**src/rtl/lbp_pkg.sv**
```systemverilog
// Shared constants and types for the 3x3 LBP pixel stream block.
// No dependencies; used by lbp_3x3_pixel_stream and lbp_core in rtl/.
`timescale 1ns / 1ps
`default_nettype none
package lbp_pkg;

  localparam int MAX_WIDTH    = 1024;
  localparam int MAX_HEIGHT   = 4096;
  localparam int PIX_W        = 8;
  localparam int COL_W        = $clog2(MAX_WIDTH);
  localparam int ROW_W        = $clog2(MAX_HEIGHT);
  localparam int WCFG_W       = 11;
  localparam int HCFG_W       = 13;
  localparam int CFG_DATA_W   = 13;
  localparam int CFG_IDX_W    = 1;
  localparam int LINE_W       = 2 * PIX_W;

  localparam logic [CFG_IDX_W-1:0] REG_IMAGE_WIDTH  = 1'b0;
  localparam logic [CFG_IDX_W-1:0] REG_IMAGE_HEIGHT = 1'b1;

  localparam logic [WCFG_W-1:0] WIDTH_RESET  = 11'd128;
  localparam logic [HCFG_W-1:0] HEIGHT_RESET = 13'd128;
  localparam logic [WCFG_W-1:0] MIN_DIM_W    = 11'd3;
  localparam logic [HCFG_W-1:0] MIN_DIM_H    = 13'd3;
  localparam logic [WCFG_W-1:0] MAX_WIDTH_V  = WCFG_W'(MAX_WIDTH);
  localparam logic [HCFG_W-1:0] MAX_HEIGHT_V = HCFG_W'(MAX_HEIGHT);

  // column of pixels handed to the window for one beat
  typedef struct packed {
    logic [PIX_W-1:0] two_above;
    logic [PIX_W-1:0] above;
    logic [PIX_W-1:0] pixel;
  } lbp_nbr_t;

endpackage
`default_nettype wire

```
**src/rtl/lbp_core.sv**
```systemverilog
// 3x3 window shift registers and LBP code compare logic.
// Depends on lbp_pkg.
`timescale 1ns / 1ps
`default_nettype none
module lbp_core (
  input  wire logic                    clk,
  input  wire logic                    rst,
  input  wire logic                    advance,
  input  wire lbp_pkg::lbp_nbr_t       nbr,
  output logic [lbp_pkg::PIX_W-1:0]    code
);

  // 0..2: column c-2 (top, mid, bottom); 3..5: column c-1
  logic [lbp_pkg::PIX_W-1:0] win [6];
  logic [lbp_pkg::PIX_W-1:0] ctr;

  assign ctr = win[4];

  always_comb begin
    code[7] = win[0]        >= ctr;
    code[6] = win[3]        >= ctr;
    code[5] = nbr.two_above >= ctr;
    code[4] = nbr.above     >= ctr;
    code[3] = nbr.pixel     >= ctr;
    code[2] = win[5]        >= ctr;
    code[1] = win[2]        >= ctr;
    code[0] = win[1]        >= ctr;
  end

  always_ff @(posedge clk) begin
    if (rst) begin
      for (int i = 0; i < 6; i++) begin
        win[i] <= '0;
      end
    end else if (advance) begin
      win[0] <= win[3];
      win[1] <= win[4];
      win[2] <= win[5];
      win[3] <= nbr.two_above;
      win[4] <= nbr.above;
      win[5] <= nbr.pixel;
    end
  end

endmodule
`default_nettype wire
```
**config.mk**
```make
export PLATFORM = sky130hd
export DESIGN_NAME = lbp_core
export DESIGN_NICKNAME = d
export VERILOG_FILES = /design/src/rtl/lbp_pkg.sv /design/src/rtl/lbp_core.sv
export SDC_FILE = /design/constraint.sdc
export NUM_CORES = 1
export LEC_CHECK = 0
export ABC_AREA = 1
export BUFFER_PORTS_ARGS = -buffer_cell sky130_fd_sc_hd__buf_2
export CAP_MARGIN = 20
export CORE_AREA = 4 4 97 99
export CTS_BUF_LIST = sky130_fd_sc_hd__clkbuf_4
export DETAILED_ROUTE_END_ITERATION = 8
export DIE_AREA = 0 0 101 103
export PLACE_DENSITY = 0.64
export SKIP_LAST_GASP = 1
export SLEW_MARGIN = 30
export SYNTH_ARGS = -nofsm -noshare
export SYNTH_HDL_FRONTEND = slang
export SYNTH_SLANG_ARGS = --single-unit
```
**constraint.sdc**
```tcl
create_clock -name clk -period 1.94 [get_ports clk]
set_clock_uncertainty 0.15 [all_clocks]
set_input_delay 0.097 -clock clk [delete_from_list [all_inputs] [get_ports clk]]
set_output_delay 0.097 -clock clk [all_outputs]
set_load 0.1 [all_outputs]
```
* Yosys cells after proc, flatten, opt, wreduce, memory -nomap -nowiden
Memory sizes are Yosys's and may differ from the RTL's.
Cells that the tools add are included.
** Word-level totals
- RAM bits :: 48
- Flip-flop bits (word level) :: 0
- Memories kept :: 1
- Word-level logic and storage cells :: 26
- Bits of input ports :: 27
** Memories
- win :: depth 6, bits a word 8, read ports 6, clocked after Yosys merged registers in 0, wr ports 6, RTL line lbp_core.sv:14 : logic [lbp_pkg::PIX_W-1:0] win [6];
** Operators by class
- Order comparisons :: 8
- Multiplexer cells :: 11
- Bitwise logic cells :: 6
** Operator list (count)
- $ge 8x8->1 :: 8
- $mux 8 :: 6
- $or 1x1->1 :: 6
- $mux 1 :: 5

* Logic depth before layout (Yosys ltp)
Gate-level depths: netlist of run 1.
- Word-level depth :: 4
- Gate-level depth with buffers :: 9

* Worst setup path before layout of run 1
Ideal clock, no wire load.
- Kind :: register to output
- Start point :: memory win[4][5] in the netlist's numbering
- End point :: output code[7] in the netlist's numbering
- Cell stages (with the launch flop) :: 7
- Path buffers :: 0
- Path slack :: -0.124 ns
- Arrival time :: 1.817 ns
- Path through :: edfxtp_1 -> inv_1 -> ha_1 -> a21oi_1 -> nor2_1 -> nor2_1 -> nand3_1
** RTL lines
- start, declared :: RTL line lbp_core.sv:14
- end, declared :: RTL line lbp_core.sv:10 : output logic [lbp_pkg::PIX_W-1:0] code

==> flow_metrics.env, run 1 <==
export IMPL_dieArea_um2=10400
export IMPL_use_met2=0.260
export IMPL_drive_above_1_share=0.200
export IMPL_grt_total_usage=0.136
export IMPL_post_route_period_util=1.11
export IMPL_top_register="win"
export IMPL_largest_reg_flops=48
export IMPL_wl_um=6530
export IMPL_leakagePower_nw=2.21
export IMPL_pre_cts_ws_ns=0.145
export IMPL_crit_fanout=5
export IMPL_drc=0
export IMPL_vias=2592
export IMPL_dp_hpwl_um=4670
export IMPL_instances_no_fill=565
export IMPL_avgSynthCellArea_um2=8.89
export IMPL_drt_first_pass_iters=4
export IMPL_drv_slew=0
export IMPL_ys_ff_latch=48
export IMPL_place_congestion=0.735
export IMPL_fp_dieW_um=101
export IMPL_rrSetupSlack_ns=0.58
export IMPL_drv_cap=0
export IMPL_finalSetupViolations=8
export IMPL_cts_root_buf="clkbuf_4"
export IMPL_synthToLayoutAreaGrowth_pct=28.3
export IMPL_crit_arrival_ns=1.90
export IMPL_max_vdd_ir_drop_uv=627
export IMPL_io_pins=35
export IMPL_worst_pin_slew_ns=0.661
export IMPL_slew_headroom=0.559
export IMPL_syn_nets=469
export IMPL_r2r_start="win[4][2]$_SDFFCE_PN0P_"
export IMPL_reg_top3="win: 48 flops"
export IMPL_grt_use_met1=0.156
export IMPL_io_buffers=34
export IMPL_holdPathEnd="win[1][1]$_SDFFCE_PN0P_"
export IMPL_critical_path_max_stage_delay_ns=0.42
export IMPL_drt_wirelength_per_cell_um=11.6
export IMPL_row_count=34
export IMPL_grt_busiest_layer="met2"
export IMPL_cp_common_cell="nand2_1"
export IMPL_clkTransAtPathRegs_ns=0.15
export IMPL_grt_max_degree=49
export IMPL_vias_per_cell=4.59
export IMPL_holdCritStartpoint="advance"
export IMPL_clkSinkCount=48
export IMPL_power_mw=3.21
export IMPL_cp_required_ns=1.69
export IMPL_die_y_um=103
export IMPL_worstPathCellList="clkinvlp_4 -> ha_1 -> nand2_1 -> inv_1 -> nand2_1 -> nand2_1 -> nand2_1 -> nand2_1 -> buf_12"
export IMPL_cp_slowest_cell="edfxtp_1"
export IMPL_core_region_area_um2=8550
export IMPL_synthesis_area_um2=3360
export IMPL_numPlacedInstances=526
export IMPL_post_dp_cell_area_um2=3840
export IMPL_r2r_end="win[1][2]$_SDFFCE_PN0P_"
export IMPL_antenna_found_initial=1
export IMPL_cts_max_level=2
export IMPL_path_buf_inv=3
export IMPL_hold_viol=0
export IMPL_clockBufferDepth=2
export IMPL_cp_end_kind="output pin"
export IMPL_hp_class="input port to flip-flop"
export IMPL_grt_pass1_wl_um=11200
export IMPL_fin_area_um2=4310
export IMPL_power_density_nw_per_um2=744
export IMPL_drtAntennaViolNets=0
export IMPL_overflow=0
export IMPL_synth_warnings=0
export IMPL_min_path_cells=4
export IMPL_cts_tree="built"
export IMPL_start_kind="flip-flop"
export IMPL_outcome="finished with violations"
export IMPL_grt_pass1_vias=2577
export IMPL_syn_inst=378
export IMPL_worst_slack_ns=-0.210
export IMPL_rr_worst_depth=5
export IMPL_detail_route_iter0_violations=114
export IMPL_path_delay_family="buffers and inverters"
export IMPL_grt_setup_unrepaired="yes"
export IMPL_fin_crit_ns=2.15
export IMPL_start_util=0.393
export IMPL_final_nets=546
export IMPL_yosysSeqAreaShare=0.429
export IMPL_crit_cells=9
export IMPL_final_setup_tns_ns=-1.51
export IMPL_violations="negative setup slack"
export IMPL_worstSkewPairLatency_ns=0.35
export IMPL_crit_type="flip-flop to output pin"
export IMPL_synth_cell_types=16
export IMPL_grtUsageMet3=0.0149
export IMPL_cts_buffers=5
export IMPL_max_freq_mhz=465
Yosys cell counts:
cell,instances,area (um^2)
a21o_1,1,7.51
buf_8,1,15.0
nand3_1,8,40.0
edfxtp_1,48,1440
nand2_1,78,293
nand4_1,1,6.26
buf_2,2,10.0
nand2_2,1,6.26
buf_6,2,22.5
o21a_1,7,52.6
a21oi_1,16,80.1
nor2_2,10,62.6
or2_2,1,6.26
inv_1,83,312
nor2_1,55,206
ha_1,64,801
cell families (layout without fill, tap and decap cells):
family	count (synthesis)	after routing	synth area share
other	0	1	0
AOI/OAI and AO/OA	24	24	0.0417
adders and majority gates	64	64	0.238
DFF	48	48	0.429
buffers and inverters	88	166	0.107
and+or+nand+nor	154	154	0.185
worst max-delay path by stage:
stage | startpoint | end | slack [ns]
floorplan | win[4][0]$_SDFFCE_PN0P_ | code[6] | 0.006
finish | win[4][2]$_SDFFCE_PN0P_ | code[2] | -0.21
global placement | win[4][5]$_SDFFCE_PN0P_ | code[7] | 0.16
global route | win[4][2]$_SDFFCE_PN0P_ | code[0] | -0.36
detailed placement | win[4][2]$_SDFFCE_PN0P_ | code[7] | 0.14
CTS | win[4][2]$_SDFFCE_PN0P_ | code[5] | -0.22
power by group:
group          internal, mW  switching, mW
Combinational         0.436          0.663
Sequential             1.22         0.0305
Clock                 0.531          0.328
Total                  2.19           1.02
routing by layer:
layer,share of wire,routed length (um)
met5,0,0
met1,0.42,2710
met3,0.030,195
met2,0.53,3480
met4,0.020,132
through the flow:
stage                util  hold slack (ns)
floorplan               -            0.155
global placement    0.449            0.264
detailed placement  0.449            0.269
CTS                 0.500            0.119
global route        0.505            0.141
finish              0.505            0.132
final cells by class:
class                      instances  area [um^2]
timing repair inverter             1         7.51
sequential                        48         1440
clock inverter                     3         90.1
fill                             746         4240
antenna                            1         2.50
inverter                          83          315
clock buffer                       5         37.5
timing repair buffer              74          663
tap                              108          135
multi-input combinational        242         1620
worst min-delay path, delay by kind of cell:
kind          cells  cell delay (ns)
buf+inv           2             0.29
simple gates      2             0.15
cell usage in the layout (no fill, tap or decap), drive strengths merged:
master,Yosys,final
or2,1,1
nand3,8,8
buf,5,50
edfxtp,48,48
diode,0,1
nand2,79,79
bufinv,0,3
clkbuf,0,5
ha,64,64
nand4,1,1
o21a,7,7
inv,83,82
dlygate4sd3,0,24
nor2,65,65
clkinvlp,0,2
a21o,1,1
a21oi,16,16
what timing repair did:
action                                  in CTS  in global routing
setup buffers                                4                  1
hold buffers                                24                  0
pin swaps                                    2                  7
hold endpoints to repair                    24                  0
endpoints found under the setup margin       8                  8
gates resized for setup                     10                 10
gates cloned                                 1                  0
Note: power is estimated with default switching activity, not from simulation.
==> inputs of run 2 (changes only) <==
--- a/config.mk
+++ b/config.mk
@@ -10,8 +10,10 @@
 export CAP_MARGIN = 20
 export CORE_AREA = 4 4 97 99
 export CTS_BUF_LIST = sky130_fd_sc_hd__clkbuf_4
+export CTS_CLUSTER_DIAMETER = 150
 export DETAILED_ROUTE_END_ITERATION = 8
 export DIE_AREA = 0 0 101 103
+export HOLD_SLACK_MARGIN = 0.08
 export PLACE_DENSITY = 0.64
 export SKIP_LAST_GASP = 1
 export SLEW_MARGIN = 30
==> constraint.sdc (replaced) <==
create_clock -name clk -period 2.39 [get_ports clk]
set_clock_uncertainty 0.15 [all_clocks]
set_input_delay 0.1195 -clock clk [delete_from_list [all_inputs] [get_ports clk]]
set_output_delay 0.1195 -clock clk [all_outputs]
set_load 0.1 [all_outputs]
==> run 2 against run 1 <==
  * Critical endpoint is now code[4]
  * Sequential power decreased by 18%
  * Global-route usage decreased by 0.69 points
  * Via count is 1.5% lower
  * Largest cell class unchanged
  * Cell count decreased by 2.1%
  * Highest routed layer unchanged
  * Clock power down 59%
  * Critical path type unchanged
  * Clock-buffer cell count unchanged
  * The flow now finishes without violations
  * Worst setup slack improved by 0.29 ns
  * Design area decreased by 7.3%
  * Power decreased by 33%
  * Critical path depth unchanged
  * Wire length fell by 3.4%
==> flow_metrics.env, run 2 (synthesized netlist as in run 1, its figures left out) <==
export IMPL_rr_worst_depth=3
export IMPL_final_common_cell="inv_1"
export IMPL_clockBufferDepth=2
export IMPL_wl_um=6300
export IMPL_cp_end_kind="output pin"
export IMPL_worst_pin_slew_ns=0.610
export IMPL_power_mw=2.14
export IMPL_top_register="win"
export IMPL_crit_type="flip-flop to output pin"
export IMPL_power_density_nw_per_um2=535
export IMPL_grt_pass1_vias=2566
export IMPL_grt_setup_unrepaired="yes"
export IMPL_post_dp_cell_area_um2=3660
export IMPL_synthToLayoutAreaGrowth_pct=19.0
export IMPL_worst_slack_ns=0.0768
export IMPL_pre_cts_ws_ns=0.342
export IMPL_drive_above_1_share=0.137
export IMPL_dp_hpwl_um=4410
export IMPL_die_y_um=103
export IMPL_finalSetupViolations=0
export IMPL_holdCritStartpoint="advance"
export IMPL_worstPathCellList="clkinvlp_4 -> ha_1 -> nand2_1 -> nand3_1 -> nand2_1 -> nand2_1 -> nand2_1 -> nand2_1 -> clkbuf_4"
export IMPL_cts_tree="built"
export IMPL_grt_max_degree=49
export IMPL_place_congestion=0.791
export IMPL_clkSinkCount=48
export IMPL_io_pins=35
export IMPL_crit_fanout=9
export IMPL_io_buffers=34
export IMPL_max_freq_mhz=432
export IMPL_vias_per_cell=4.61
export IMPL_overflow=0
export IMPL_r2r_start="win[4][1]$_SDFFCE_PN0P_"
export IMPL_start_kind="flip-flop"
export IMPL_cts_max_level=2
export IMPL_slew_headroom=0.593
export IMPL_leakagePower_nw=2.08
export IMPL_detail_route_iter0_violations=126
export IMPL_drt_first_pass_iters=4
export IMPL_instances_no_fill=553
export IMPL_final_nets=536
export IMPL_drv_cap=0
export IMPL_hp_class="input port to flip-flop"
export IMPL_cts_buffers=5
export IMPL_reg_top3="win: 48 flops"
export IMPL_core_region_area_um2=8550
export IMPL_fin_area_um2=4000
export IMPL_grt_pass1_wl_um=10700
export IMPL_outcome="complete, no violations"
export IMPL_min_path_cells=4
export IMPL_start_util=0.393
export IMPL_whs_ns=0.275
export IMPL_antenna_found_initial=0
export IMPL_drv_slew=0
export IMPL_drtAntennaViolNets=0
export IMPL_cp_common_cell="nand2_1"
export IMPL_clkTransAtPathRegs_ns=0.13
export IMPL_rrSetupSlack_ns=1.19
export IMPL_worstSkewPairLatency_ns=0.35
export IMPL_numPlacedInstances=520
export IMPL_largest_reg_flops=48
export IMPL_cp_slowest_cell="edfxtp_1"
export IMPL_fp_dieW_um=101
export IMPL_post_route_period_util=0.968
export IMPL_cts_root_buf="clkbuf_4"
export IMPL_critical_path_max_stage_delay_ns=0.40
export IMPL_n_antenna_cell=0
export IMPL_cp_required_ns=2.12
export IMPL_final_setup_tns_ns=0
export IMPL_crit_arrival_ns=2.04
export IMPL_final_cell_mix="inv_1 (80), nand2_1 (78), ha_1 (64), nor2_1 (55), edfxtp_1 (48)"
export IMPL_r2r_end="win[1][1]$_SDFFCE_PN0P_"
export IMPL_grt_total_usage=0.129
export IMPL_fin_crit_ns=2.31
export IMPL_final_util=0.468
export IMPL_max_vdd_ir_drop_uv=332
export IMPL_holdPathEnd="win[1][0]$_SDFFCE_PN0P_"
export IMPL_hold_viol=0
export IMPL_dieArea_um2=10400
export IMPL_vias=2552
export IMPL_drc=0
export IMPL_drt_wirelength_per_cell_um=11.4
export IMPL_row_count=34
## run 2: repair_timing
action | CTS | global route
hold endpoints to repair | 24 | 0
hold buffers | 24 | 0
resized for setup | 4 | 14
pin swaps | 0 | 0
setup endpoints to repair | 4 | 7
buffers inserted | 0 | 2
## run 2: worst max-delay path by stage
stage | from | to | slack (ns)
after floorplan | win[4][5]$_SDFFCE_PN0P_ | code[7] | 0.30
after global placement | win[4][6]$_SDFFCE_PN0P_ | code[7] | 0.38
after detailed placement | win[4][6]$_SDFFCE_PN0P_ | code[7] | 0.34
after CTS | win[4][0]$_SDFFCE_PN0P_ | code[4] | 0.003
after global routing | win[4][3]$_SDFFCE_PN0P_ | code[7] | -0.05
final | win[4][1]$_SDFFCE_PN0P_ | code[4] | 0.08
## run 2: cell type report
| class | instances | area [um^2] |
|---|---|---|
| timing repair buffer | 65 | 498 |
| multi-input combinational | 242 | 1560 |
| tap | 108 | 135 |
| clock inverter | 2 | 7.51 |
| clock buffer | 5 | 37.5 |
| fill | 784 | 4550 |
| inverter | 83 | 319 |
| sequential | 48 | 1440 |
## run 2: layer usage
layer	share of wire	up-vias	GRT usage
met2	0.52	36	0.247
met3	0.021	12	0.0162
met5	0	-	0
li1	-	1328	-
met4	0.028	0	0.0654
met1	0.43	1176	0.139
## run 2: power by group
part	switching [mW]	internal [mW]	total, mW
sequential	0.0279	0.990	1.02
clock	0.249	0.103	0.352
combinational	0.505	0.264	0.769
total	0.781	1.36	2.14
## run 2: critical path: cells and delay by family, from the launching register on
kind / cells / cell delay [ns]
and+or+nand+nor: 6 / 0.38
buffers and inverters: 2 / 0.54
DFF: 1 / 0.40
adders and majority gates: 1 / 0.36
